## src/hdl/sdpg_pkg.sv

```systemverilog
// Shared types and constants for the step/direction pulse generator.
`timescale 1ns / 1ps

package sdpg_pkg;

    // action codes carried in s_tuser
    localparam logic [1:0] ACT_TICK    = 2'd0;
    localparam logic [1:0] ACT_SET_DIR = 2'd1;
    localparam logic [1:0] ACT_LOAD    = 2'd2;

    // configuration register indexes
    localparam logic REG_HALF_STEP_PERIOD = 1'b0;
    localparam logic REG_DISABLE_DELAY    = 1'b1;

    // register reset values
    localparam logic [31:0] RESET_HALF_STEP_PERIOD = 32'd10;
    localparam logic [31:0] RESET_DISABLE_DELAY    = 32'd3000;

    typedef struct packed {
        logic enable_n;
        logic dir_level;
        logic step_level;
    } sdpg_levels_t;

    typedef struct packed {
        logic went_enabled;
        logic went_disabled;
        logic direction_changed;
        logic step_toggled;
    } sdpg_events_t;

endpackage

```

## src/hdl/sdpg_core.sv

```systemverilog
// Motor state registers and per-word next-state logic.
`timescale 1ns / 1ps

module sdpg_core #(
    parameter int COUNT_WIDTH = 24,
    parameter int TIMER_WIDTH = 16
) (
    input  logic                       aclk,
    input  logic                       aresetn,
    input  logic                       advance,
    input  logic [1:0]                 action,
    input  logic                       new_direction,
    input  logic [COUNT_WIDTH-1:0]     pulse_count,
    input  logic [TIMER_WIDTH-1:0]     half_step_period,
    input  logic [TIMER_WIDTH-1:0]     disable_delay,
    output sdpg_pkg::sdpg_levels_t     levels,
    output logic [COUNT_WIDTH-1:0]     pulses_left,
    output sdpg_pkg::sdpg_events_t     events
);
    import sdpg_pkg::*;

    logic [COUNT_WIDTH-1:0] pending_reg, pending_next;
    logic                   step_reg, step_next;
    logic                   dir_reg, dir_next;
    logic                   powered_reg, powered_next;
    logic [TIMER_WIDTH-1:0] phase_reg, phase_next;
    logic [TIMER_WIDTH-1:0] hold_reg, hold_next;
    logic                   running_reg, running_next;

    logic [TIMER_WIDTH-1:0] hold_inc;
    logic [TIMER_WIDTH-1:0] phase_inc;

    assign hold_inc  = hold_reg + 1'b1;
    assign phase_inc = phase_reg + 1'b1;

    always_comb begin
        pending_next = pending_reg;
        step_next    = step_reg;
        dir_next     = dir_reg;
        powered_next = powered_reg;
        phase_next   = phase_reg;
        hold_next    = hold_reg;
        running_next = running_reg;
        events       = '0;

        case (action)
            ACT_TICK: begin
                // hold timer first
                if (running_reg) begin
                    if (hold_inc >= disable_delay || hold_inc == '0) begin
                        running_next = 1'b0;
                        hold_next    = '0;
                        if (powered_reg) begin
                            powered_next         = 1'b0;
                            events.went_disabled = 1'b1;
                        end
                    end else begin
                        hold_next = hold_inc;
                    end
                end
                // then phase timer
                if (phase_inc >= half_step_period || phase_inc == '0) begin
                    phase_next = '0;
                    if (pending_reg != '0) begin
                        running_next = 1'b0;
                        hold_next    = '0;
                        if (!powered_next) begin
                            powered_next        = 1'b1;
                            events.went_enabled = 1'b1;
                        end
                        step_next = ~step_reg;
                        if (step_next) begin
                            pending_next = pending_reg - 1'b1;
                        end
                        events.step_toggled = 1'b1;
                        if (pending_next == '0) begin
                            hold_next    = '0;
                            running_next = 1'b1;
                        end
                    end
                end else begin
                    phase_next = phase_inc;
                end
            end
            ACT_SET_DIR: begin
                if (new_direction != dir_reg) begin
                    pending_next             = '0;
                    hold_next                = '0;
                    running_next             = 1'b1;
                    dir_next                 = new_direction;
                    events.direction_changed = 1'b1;
                end
            end
            ACT_LOAD: begin
                pending_next = pulse_count;
                running_next = 1'b0;
                hold_next    = '0;
                if (!powered_reg) begin
                    powered_next        = 1'b1;
                    events.went_enabled = 1'b1;
                end
            end
            default: begin
            end
        endcase

        levels.enable_n   = ~powered_next;
        levels.dir_level  = dir_next;
        levels.step_level = step_next;
        pulses_left       = pending_next;
    end

    always_ff @(posedge aclk) begin
        if (!aresetn) begin
            pending_reg <= '0;
            step_reg    <= 1'b1;
            dir_reg     <= 1'b0;
            powered_reg <= 1'b1;
            phase_reg   <= '0;
            hold_reg    <= '0;
            running_reg <= 1'b1;
        end else if (advance) begin
            pending_reg <= pending_next;
            step_reg    <= step_next;
            dir_reg     <= dir_next;
            powered_reg <= powered_next;
            phase_reg   <= phase_next;
            hold_reg    <= hold_next;
            running_reg <= running_next;
        end
    end

endmodule

```

## src/hdl/step_dir_pulse_generator.sv

```systemverilog
// Top level of the step/direction pulse generator: registers, config port, output stage.
//
//  channel | dir | tdata (lsb up)                               | tuser
//  s_      | in  | new_direction, pulse_count                   | action
//  m_      | out | enable_n, dir_level, step_level, pulses_left,| -
//          |     | went_enabled, went_disabled,                 |
//          |     | direction_changed, step_toggled              |
//  cfg_    | in  | write: index 0 half_step_period, 1 disable_delay
//
// One word per cycle sustained while m_tready is high; each word's result is
// offered after passing from the input register into the result register.
// The state update happens as the input register moves into the result register.
// Reset is synchronous, active low; both word registers come out empty.
// A stall on m_tready backs up through the result register to s_tready.
`timescale 1ns / 1ps

module step_dir_pulse_generator #(
    parameter int COUNT_WIDTH = 24,
    parameter int TIMER_WIDTH = 16
) (
    input  logic                                 aclk,
    input  logic                                 aresetn,
    input  logic                                 s_tvalid,
    output logic                                 s_tready,
    // new_direction, pulse_count
    input  logic [((COUNT_WIDTH+1+7)/8)*8-1:0]   s_tdata,
    // action
    input  logic [1:0]                           s_tuser,
    output logic                                 m_tvalid,
    input  logic                                 m_tready,
    // enable_n, dir_level, step_level, pulses_left, went_enabled,
    // went_disabled, direction_changed, step_toggled
    output logic [((COUNT_WIDTH+7+7)/8)*8-1:0]   m_tdata,
    input  logic                                 cfg_wen,
    input  logic                                 cfg_windex,
    input  logic [TIMER_WIDTH-1:0]               cfg_wdata
);
    import sdpg_pkg::*;

    localparam int OUT_W = ((COUNT_WIDTH + 7 + 7) / 8) * 8;

    logic [TIMER_WIDTH-1:0] period_reg;
    logic [TIMER_WIDTH-1:0] delay_reg;

    logic                   in_valid_reg;
    logic [1:0]             action_reg;
    logic                   dir_req_reg;
    logic [COUNT_WIDTH-1:0] count_reg;

    logic                   out_valid_reg;
    logic [OUT_W-1:0]       out_data_reg, out_data_next;

    logic                   advance;
    sdpg_levels_t           levels;
    sdpg_events_t           events;
    logic [COUNT_WIDTH-1:0] pulses_left;

    assign advance  = in_valid_reg && (!out_valid_reg || m_tready);
    assign s_tready = !in_valid_reg || advance;
    assign m_tvalid = out_valid_reg;
    assign m_tdata  = out_data_reg;

    always_ff @(posedge aclk) begin
        if (!aresetn) begin
            period_reg <= TIMER_WIDTH'(RESET_HALF_STEP_PERIOD);
            delay_reg  <= TIMER_WIDTH'(RESET_DISABLE_DELAY);
        end else if (cfg_wen) begin
            if (cfg_windex == REG_HALF_STEP_PERIOD) begin
                period_reg <= cfg_wdata;
            end else begin
                delay_reg <= cfg_wdata;
            end
        end
    end

    always_ff @(posedge aclk) begin
        if (!aresetn) begin
            in_valid_reg <= 1'b0;
        end else if (s_tready) begin
            in_valid_reg <= s_tvalid;
        end
        if (s_tvalid && s_tready) begin
            action_reg  <= s_tuser;
            dir_req_reg <= s_tdata[0];
            count_reg   <= s_tdata[COUNT_WIDTH:1];
        end
    end

    sdpg_core #(
        .COUNT_WIDTH (COUNT_WIDTH),
        .TIMER_WIDTH (TIMER_WIDTH)
    ) u_core (
        .aclk             (aclk),
        .aresetn          (aresetn),
        .advance          (advance),
        .action           (action_reg),
        .new_direction    (dir_req_reg),
        .pulse_count      (count_reg),
        .half_step_period (period_reg),
        .disable_delay    (delay_reg),
        .levels           (levels),
        .pulses_left      (pulses_left),
        .events           (events)
    );

    always_comb begin
        out_data_next                     = '0;
        out_data_next[0]                  = levels.enable_n;
        out_data_next[1]                  = levels.dir_level;
        out_data_next[2]                  = levels.step_level;
        out_data_next[COUNT_WIDTH+2:3]    = pulses_left;
        out_data_next[COUNT_WIDTH+3]      = events.went_enabled;
        out_data_next[COUNT_WIDTH+4]      = events.went_disabled;
        out_data_next[COUNT_WIDTH+5]      = events.direction_changed;
        out_data_next[COUNT_WIDTH+6]      = events.step_toggled;
    end

    always_ff @(posedge aclk) begin
        if (!aresetn) begin
            out_valid_reg <= 1'b0;
        end else if (advance) begin
            out_valid_reg <= 1'b1;
        end else if (m_tready) begin
            out_valid_reg <= 1'b0;
        end
        if (advance) begin
            out_data_reg <= out_data_next;
        end
    end

endmodule

```

## config.mk

```make
export PLATFORM = sky130hd
export DESIGN_NAME = step_dir_pulse_generator
export DESIGN_NICKNAME = d
export VERILOG_FILES = /design/src/hdl/sdpg_pkg.sv /design/src/hdl/sdpg_core.sv /design/src/hdl/step_dir_pulse_generator.sv
export SDC_FILE = /design/constraint.sdc
export NUM_CORES = 1
export LEC_CHECK = 0
export BUFFER_PORTS_ARGS = -buffer_cell sky130_fd_sc_hd__buf_2
export CELL_PAD_IN_SITES_DETAIL_PLACEMENT = 1
export CELL_PAD_IN_SITES_GLOBAL_PLACEMENT = 2
export CORE_MARGIN = 2
export CORE_UTILIZATION = 39
export CTS_CLUSTER_DIAMETER = 100
export DETAILED_ROUTE_END_ITERATION = 8
export PLACE_DENSITY_LB_ADDON = 0.12
export SLEW_MARGIN = 15
export SYNTH_ARGS = -nofsm -noshare
export SYNTH_HDL_FRONTEND = slang
export SYNTH_SLANG_ARGS = --single-unit
```

## constraint.sdc

```tcl
create_clock -name aclk -period 8.7 [get_ports aclk]
set_clock_uncertainty 0.1 [all_clocks]
set_input_delay 0.87 -clock aclk [delete_from_list [all_inputs] [get_ports aclk]]
set_output_delay 0.87 -clock aclk [all_outputs]
set_load 0.03 [all_outputs]
```

Yosys cells after proc, flatten, opt, wreduce, memory -nomap -nowiden. Index checks and enable logic that the tools add are counted.

Flip-flop bits (word level): 152. Input port bits: 56. Output and inout bits: 34. Word-level logic and storage cells: 94.

$add $sub $neg: 3. $lt $le $gt $ge: 2. Eq/ne operators: 4. Mux-type cells: 43. Bitwise logic cells: 3. Reduce and logical (&&, ||, !) cells: 21.

Operators with widths (number): $mux 24 (7); $mux 16 (6); $pmux 24 s3 (1); $pmux 16 s3 (1); $add 16x1->16 const B (2); $ge 16x16->1 (2); $logic_not 16->1 (2); $mux 1 (25); $logic_not 24->1 (1); $reduce_bool 24->1 (1); $sub 24x1->24 const B (1); $reduce_and 2->1 (4); $reduce_and 3->1 (2); $logic_or 1x1->1 (4); $pmux 1 s2 (2); $not 1->1 (3); $pmux 1 s3 (1); $reduce_bool 3->1 (1); $eq 2x1->1 const B (1); $eq 2x2->1 const B (1); $logic_and 1x1->1 (2); $logic_not 1->1 (2); $logic_not 2->1 (1); $ne 2x1->1 const B (1); 2 further kinds (2).

Depth between registers and ports, before layout. Gate-level depths: netlist of run 1.

Word-level depth: 10. Mapped depth: 17. Gate-level depth less buffers: 14.

Modules after synthesis. From an unflattened synthesis of run 1, not the netlist that was laid out.

Cells, all modules: 1061. Area, all modules: 9267.6 um^2.

By module, submodules not included: sdpg_core (times used 1, cells an instance 858, area an instance 6108.4 um^2, sequential area each 1201.2 um^2); step_dir_pulse_generator (times used 1, cells an instance 203, area an instance 3159.3 um^2, sequential area each 2422.3 um^2).

Least setup slack after synthesis of run 1. No wires, ideal clock.

Path type: register to register. Start: register u_core.phase_reg[0]. End: register out_data_reg[21] (netlist: m_tdata[21]), data pin. Setup time: 0.275 ns. Data arrival time: 3.243 ns. Required time: 8.325 ns. Slack: 5.082 ns. Cell stages (with the launch flop): 14. Buffers on the path: 2. Period minus slack after synthesis: 3.618 ns. Cell sequence: dfxtp_1 ha_1 and4_1 buf_2 and3_1 buf_2 xor2_1 ha_1 nand4_1 o41ai_2 a41oi_2 or4_1 mux2i_1 o221ai_1.

Longest elaborated chain between the ends: 5. Elaborated cells on any way between the ends: 6. Classes of those cells: 1 x add/sub; 1 x order compare; 2 x mux; 2 x reduce/logical.

Ends and longest elaborated chain: from (decl) (line sdpg_core.sv:26) `logic [TIMER_WIDTH-1:0] phase_reg, phase_next;`; from (signal assigned) (line sdpg_core.sv:127) `phase_reg <= phase_next;`; $add 16x1->16 (*) (line sdpg_core.sv:34) `assign phase_inc = phase_reg + 1'b1;`; $ge 16x16->1 or $logic_not 16->1 (tied branches) (line sdpg_core.sv:62) `if (phase_inc >= half_step_period || phase_inc == '0) begin`; $logic_or 1x1->1 (*) (line sdpg_core.sv:62); $mux 24 (*) (line sdpg_core.sv:62); $pmux 24 s3 (*) (line sdpg_core.sv:46) `case (action)`; via pulses_left[18] (line step_dir_pulse_generator.sv:56) `logic [COUNT_WIDTH-1:0] pulses_left;`; to (signal assigned) (line step_dir_pulse_generator.sv:127) `out_data_reg <= out_data_next;`; to (decl) (line step_dir_pulse_generator.sv:51) `logic [OUT_W-1:0] out_data_reg, out_data_next;`.

Mark *: on every way through the listed nets, which the timed path passes. The rest lies on a longest branch. A chain may end at the register's enable or synchronous reset.

Final worst setup path of run 1. Ends and elaborated chain as after synthesis.

==> flow_summary.json, run 1 <==
{
  "outcome": "finished, final reports clean",
  "place_congestion": 0.828,
  "die_width_um": 155,
  "drc_errors": 0,
  "cts_tree": "yes",
  "use_met1_pct": 33.8,
  "vias_per_cell": 5.71,
  "io_buffers": 81,
  "nNetsFinal": 1165,
  "yosys_register_bits": 152,
  "power_leakage_nw": 3.84,
  "yosysSeqAreaShare_pct": 40.7,
  "end_kind": "flop",
  "syn-num-nets": 1123,
  "antenna_cells": 0,
  "fin_ws_ns": 4.20,
  "maxCapViolCount": 0,
  "dpl_cell_area_um2": 9460,
  "min_period_over_period_pct": 51.8,
  "path_class": "reg2reg",
  "start_kind": "flop",
  "tightest_slew_ns": 1.08,
  "grt_max_degree": 89,
  "coreArea_um2": 22500,
  "hold_ws_ns": 0.368,
  "die_area_um2": 24100,
  "ys_types": 83,
  "cts_inserted_buffers": 17,
  "cp.required_ns": 8.74,
  "synth_edf_count": 58,
  "ant_nets": 0,
  "wirelength_um": 26800,
  "tns_ns": 0,
  "stdcell_area_um2": 10100,
  "synth_cells": 1025,
  "min_path_type": "reg2reg",
  "path_max_fanout": 30,
  "timing.fmax_mhz": 222,
  "synth-async-reset-ratio_pct": 0,
  "path_clk_slew_ns": 0.07,
  "fp.dieH_um": 155,
  "fin_crit_ns": 4.50,
  "post_cts_resized": 0,
  "grt_pass1_wl_um": 43200,
  "power_density_nw_per_um2": 175,
  "largest_register_ffs": 31,
  "rsz0062_at_grt": "no",
  "antenna_found_initial": 0,
  "routed-via-count": 7798,
  "start_util_pct": 39.6,
  "root_buffer": "clkbuf_16",
  "relSlewSlack_pct": 27.9,
  "hold_violations": 0,
  "min_path_cells": 2,
  "power_mw": 1.76,
  "h-tree-depth": 4,
  "area_delta_synth_final_pct": 12.9,
  "cts_buffer_depth": 2,
  "firstDrtPassIters": 4,
  "place_ws_ns": 4.16,
  "grt_use_total_pct": 22.9,
  "rows": 55,
  "syn-mean-instance-area_um2": 8.69,
  "fillerInstances": 2671,
  "grt.busiest_layer": "met2",
  "r2r_cells": 12,
  "wl_per_cell_um": 19.7,
  "ir_drop_v": 0.000105,
  "grt_use_met3_pct": 3.84,
  "use_met2_pct": 35.0,
  "clk_latency_ns": 0.44,
  "netlist_area_um2": 8900,
  "setup_viol": 0,
  "hpwl_um": 18300,
  "postCtsHoldBufs": 0,
  "post_cts_buffers": 0,
  "io-pin-count": 90,
  "drive_gt1_share_pct": 14.1,
  "slew_violations": 0,
  "yosys_warnings": 0,
  "first_iter_violations": 535,
  "ys.flop_type": "dfxtp_1",
  "grt_pass1_vias": 7730,
  "grt-ovfl-total": 0,
  "cts.sinks": 152,
  "crit_arrival_ns": 4.54
}
cell usage after synthesis (5+ instances only):
master,count,area (um2)
o31ai_1,6,45.0
a211oi_1,5,37.5
nand2_1,143,537
nand2b_1,8,50.1
buf_2,13,65.1
nor4_1,18,113
and3_1,9,56.3
o21a_1,9,67.6
nor2b_1,12,75.1
o21ai_0,57,285
dfxtp_1,94,1880
nand3_1,35,175
a41oi_1,7,61.3
edfxtp_1,58,1740
or4_1,7,52.6
o211ai_1,14,105
nor2_1,39,146
nand4_1,27,169
and4_1,6,52.6
ha_1,42,526
o311a_1,5,50.1
xor2_1,5,43.8
a31oi_1,18,113
and2_1,11,68.8
clkbuf_1,52,195
inv_1,70,263
or3_1,7,43.8
a21boi_0,35,263
nor3_1,19,95.1
mux2i_1,6,60.1
a21oi_1,60,300
xnor2_1,33,289
path summary, 6_finish.rpt:
kind	from	end	slack (ns)
max	u_core.phase_reg[0]	m_tdata[21]	4.20
min	period_reg[15]	period_reg[15]	0.37
max reg2reg	u_core.phase_reg[0]	m_tdata[21]	4.20
min reg2reg	period_reg[15]	period_reg[15]	0.37
final cells by class:
type / count / area, um2 / area share [%]
well taps: 285 / 357 / 3.55
clock buffers: 17 / 425 / 4.23
inverters: 72 / 270 / 2.69
repair buffers: 92 / 488 / 4.85
clock inverters: 15 / 166 / 1.65
flip-flops and latches: 152 / 3620 / 36.0
multi-input cells: 732 / 4730 / 47.0
per-layer routing:
layer | wire (um) | up-vias
li1 | - | 3820
met1 | 13900 | 3814
met2 | 11800 | 151
met3 | 931 | 13
met4 | 180 | 0
met5 | 0 | -
critical path: stages (launching register included):
cell      delay, ns
dfxtp_1        0.46
ha_1           0.29
and4_1         0.39
nand4_1        0.15
xnor2_1        0.21
ha_1           0.30
nand4_1        0.13
o41ai_2        0.75
a41oi_2        0.12
buf_4          0.31
or4_1          0.64
mux2i_1        0.19
o221ai_1       0.15
stage by stage:
step           std cells  utilization (%)
2_1_floorplan       1025                -
3_3_place_gp        1333             42.0
3_5_place_dp        1333             42.0
4_1_cts             1365             44.7
5_1_grt             1365             44.7
6_report            1365             44.7
logic make-up after synthesis:
logic type	share of synthesized area, %
AO/OA/AOI/OAI	20.9
AND/OR/NAND/NOR	21.4
buffers and inverters	6.34
other	0.0421
flip-flops	40.7
adder cells (fa/ha/maj)	5.90
multiplexers	1.05
XOR/XNOR	3.74
power breakdown:
group / leakage (nW) / total, mW / switching (mW) / internal, mW
Combinational: 2.23 / 0.200 / 0.136 / 0.0640
Clock: 0.283 / 0.772 / 0.343 / 0.429
Sequential: 1.32 / 0.792 / 0.0213 / 0.771
Total: 3.84 / 1.76 / 0.500 / 1.26
cell usage in the layout, fill, tap and decap left out, types with 8 or more instances in the layout:
cell type / instances
o21a_1: 9
nand2_1: 143
o211ai_1: 14
nand4_1: 27
o21ai_0: 57
dfxtp_1: 94
ha_1: 41
and2_1: 11
buf_2: 81
nand2b_1: 8
edfxtp_1: 58
nor2b_1: 11
buf_4: 11
nor3_1: 19
clkbuf_16: 17
a21boi_0: 35
nand3_1: 35
a21oi_1: 60
a31oi_1: 18
and3_1: 9
nor4_1: 18
nor2_1: 39
inv_1: 70
xnor2_1: 33
No activity file was read; power rests on OpenSTA's default activity.
==> inputs of run 2 (changes only) <==
--- a/config.mk
+++ b/config.mk
@@ -5,11 +5,12 @@
 export SDC_FILE = /design/constraint.sdc
 export NUM_CORES = 1
 export LEC_CHECK = 0
+export ABC_AREA = 1
 export BUFFER_PORTS_ARGS = -buffer_cell sky130_fd_sc_hd__buf_2
 export CELL_PAD_IN_SITES_DETAIL_PLACEMENT = 1
 export CELL_PAD_IN_SITES_GLOBAL_PLACEMENT = 2
 export CORE_MARGIN = 2
-export CORE_UTILIZATION = 39
+export CORE_UTILIZATION = 34
 export CTS_CLUSTER_DIAMETER = 100
 export DETAILED_ROUTE_END_ITERATION = 8
 export PLACE_DENSITY_LB_ADDON = 0.12
==> constraint.sdc (replaced) <==
create_clock -name aclk -period 4.4 [get_ports aclk]
set_clock_uncertainty 0.1 [all_clocks]
set_input_delay 0.44 -clock aclk [delete_from_list [all_inputs] [get_ports aclk]]
set_output_delay 0.44 -clock aclk [all_outputs]
set_load 0.03 [all_outputs]
==> flow_summary.json, run 2 <==
{
  "cts_tree": "yes",
  "final_common_cell": "nand2_1",
  "cts.sinks": 152,
  "nNetsFinal": 1472,
  "wl_per_cell_um": 15.9,
  "crit_arrival_ns": 3.89,
  "io-pin-count": 90,
  "relSlewSlack_pct": 41.7,
  "yosysSeqAreaShare_pct": 39.5,
  "clk_latency_ns": 0.44,
  "layout_common_cells": "361 x nand2_1, 193 x inv_1, 126 x a21oi_1",
  "cts_buffer_depth": 2,
  "end_kind": "flop",
  "synth-async-reset-ratio_pct": 0,
  "reg2reg_slack_ns": 0.64,
  "use_met1_pct": 23.6,
  "firstDrtPassIters": 4,
  "tns_ns": 0,
  "power_leakage_nw": 4.97,
  "grt_use_met3_pct": 3.69,
  "postCtsHoldBufs": 0,
  "hold_violations": 0,
  "yosys_warnings": 0,
  "maxCapViolCount": 0,
  "power_density_nw_per_um2": 342,
  "crit_path_end": "m_tdata[26]",
  "post-route-util_pct": 39.1,
  "slew_violations": 0,
  "drc_errors": 0,
  "die_width_um": 168,
  "coreArea_um2": 26700,
  "path_max_fanout": 28,
  "synth.most_common_cell": "nand2_1",
  "first_iter_violations": 312,
  "cp.required_ns": 4.53,
  "io_buffers": 81,
  "yosys-top-cells-area": "dfxtp_1 21%, edfxtp_1 19%, nand2_1 15%",
  "crit_start": "u_core.phase_reg[0]",
  "place_congestion": 0.811,
  "h-tree-depth": 4,
  "root_buffer": "clkbuf_16",
  "synth_cells": 1312,
  "largest_register_ffs": 31,
  "grt.busiest_layer": "met2",
  "r2r_cells": 19,
  "fillerInstances": 3412,
  "wirelength_um": 27400,
  "r2r_end": "m_tdata[26]",
  "synthTopCellsByCount": "361 x nand2_1, 194 x inv_1, 126 x a21oi_1",
  "netlist_area_um2": 9170,
  "rows": 60,
  "tightest_slew_ns": 0.873,
  "grt_pass1_vias": 8795,
  "die_area_um2": 28300,
  "ff_latch_area_um2": 3620,
  "multi_input_area_um2": 4580,
  "hpwl_um": 19900,
  "ys_types": 37,
  "syn-num-nets": 1410,
  "path_class": "reg2reg",
  "drive_gt1_share_pct": 10.2,
  "antenna_found_initial": 2,
  "fin_crit_ns": 3.76,
  "yosysTopAreaCell": "dfxtp_1",
  "syn-mean-instance-area_um2": 6.99,
  "rsz0062_at_grt": "no",
  "use_met2_pct": 37.5,
  "reg2reg_from": "u_core.phase_reg[0]",
  "grt_use_total_pct": 19.9,
  "ys.flop_type": "dfxtp_1",
  "start_kind": "flop",
  "routed-via-count": 8620,
  "synth_top_area_share_pct": 20.5,
  "post_cts_buffers": 0,
  "outcome": "finished, final reports clean",
  "grt-ovfl-total": 0,
  "ant_nets": 0,
  "timing.fmax_mhz": 266,
  "start_util_pct": 34.3,
  "grt_max_degree": 49,
  "min_period_over_period_pct": 85.5,
  "cts_inserted_buffers": 17,
  "grt_pass1_wl_um": 45100,
  "worstHoldStart": "s_tdata[14]",
  "setup_viol": 0,
  "post_cts_resized": 0,
  "area_delta_synth_final_pct": 13.8,
  "path_clk_slew_ns": 0.07,
  "ir_drop_v": 0.000231,
  "min_path_type": "in2reg",
  "yosys_register_bits": 152,
  "vias_per_cell": 4.99,
  "fp.dieH_um": 168,
  "synth_edf_count": 58
}
run 2: area by class of cell:
class	instances	area share [%]
multi-input combinational	912	43.9
sequential	152	34.7
inverter	201	7.23
timing repair buffer	90	4.53
clock buffer	21	4.32
tap	341	4.09
clock inverter	11	1.20
antenna	1	0.0240
run 2: critical path, cell delays in order, from the launching register on:
cell     delay [ns]
dfxtp_1        0.43
ha_1           0.26
nand2_2        0.08
nor2_4         0.16
nand2_1        0.15
nor2_1         0.13
nand2_1        0.05
nand2_1        0.08
inv_1          0.07
ha_1           0.27
nand2_1        0.07
nor2_1         0.15
nand2_1        0.11
nor4_1         0.20
nor2_1         0.12
nand2_4        0.31
inv_2          0.32
nand2_1        0.13
nand3_1        0.09
a22oi_1        0.26
run 2: metal layers:
layer  up-vias  routed length, um  share of wire [%]
met5         -                 13              0.047
met1      4123              12300                 45
met4         2                235               0.86
met3        15                716                2.6
met2        75              14200                 52
li1       4405                  -                  -
run 2: through the flow:
step                hold slack (ns)  power (mW)  worst slack (ns)  instance area (um2)  instances
floorplan                     0.335        1.97              1.51                 9170       1312
global placement              0.353        2.12             0.736                 9860       1696
detailed placement            0.357        2.13             0.617                 9860       1696
CTS                          0.0650        3.62             0.584                10400       1728
global route                 0.0659        3.75             0.261                10400       1728
finish                       0.0781        3.57             0.638                10400       1729
run 2: power breakdown:
part,total [mW],switching [mW],internal (mW)
Sequential,1.58,0.0407,1.54
Clock,1.48,0.628,0.851
Combinational,0.516,0.361,0.155
Total,3.57,1.03,2.55
run 2: cell families (layout without fill, tap and decap cells):
| group | count (synthesis) | count (layout) | share of synthesized area [%] |
|---|---|---|---|
| and+or+nand+nor | 608 | 608 | 28.1 |
| buffers and inverters | 248 | 323 | 10.6 |
| AOI/OAI and AO/OA | 245 | 245 | 14.5 |
| DFF | 152 | 152 | 39.5 |
| adders and majority gates | 42 | 42 | 5.73 |
| xor gates and xnor gates | 16 | 16 | 1.53 |
| other | 1 | 2 | 0.0409 |
run 2: how the worst min path moves through the flow:
stage | depth (start not counted) | endpoint
global placement | 2 | period_reg[6]
CTS | 1 | count_reg[16]
global route | 1 | count_reg[7]
floorplan | 2 | delay_reg[10]
finish | 1 | count_reg[13]
detailed placement | 2 | delay_reg[15]
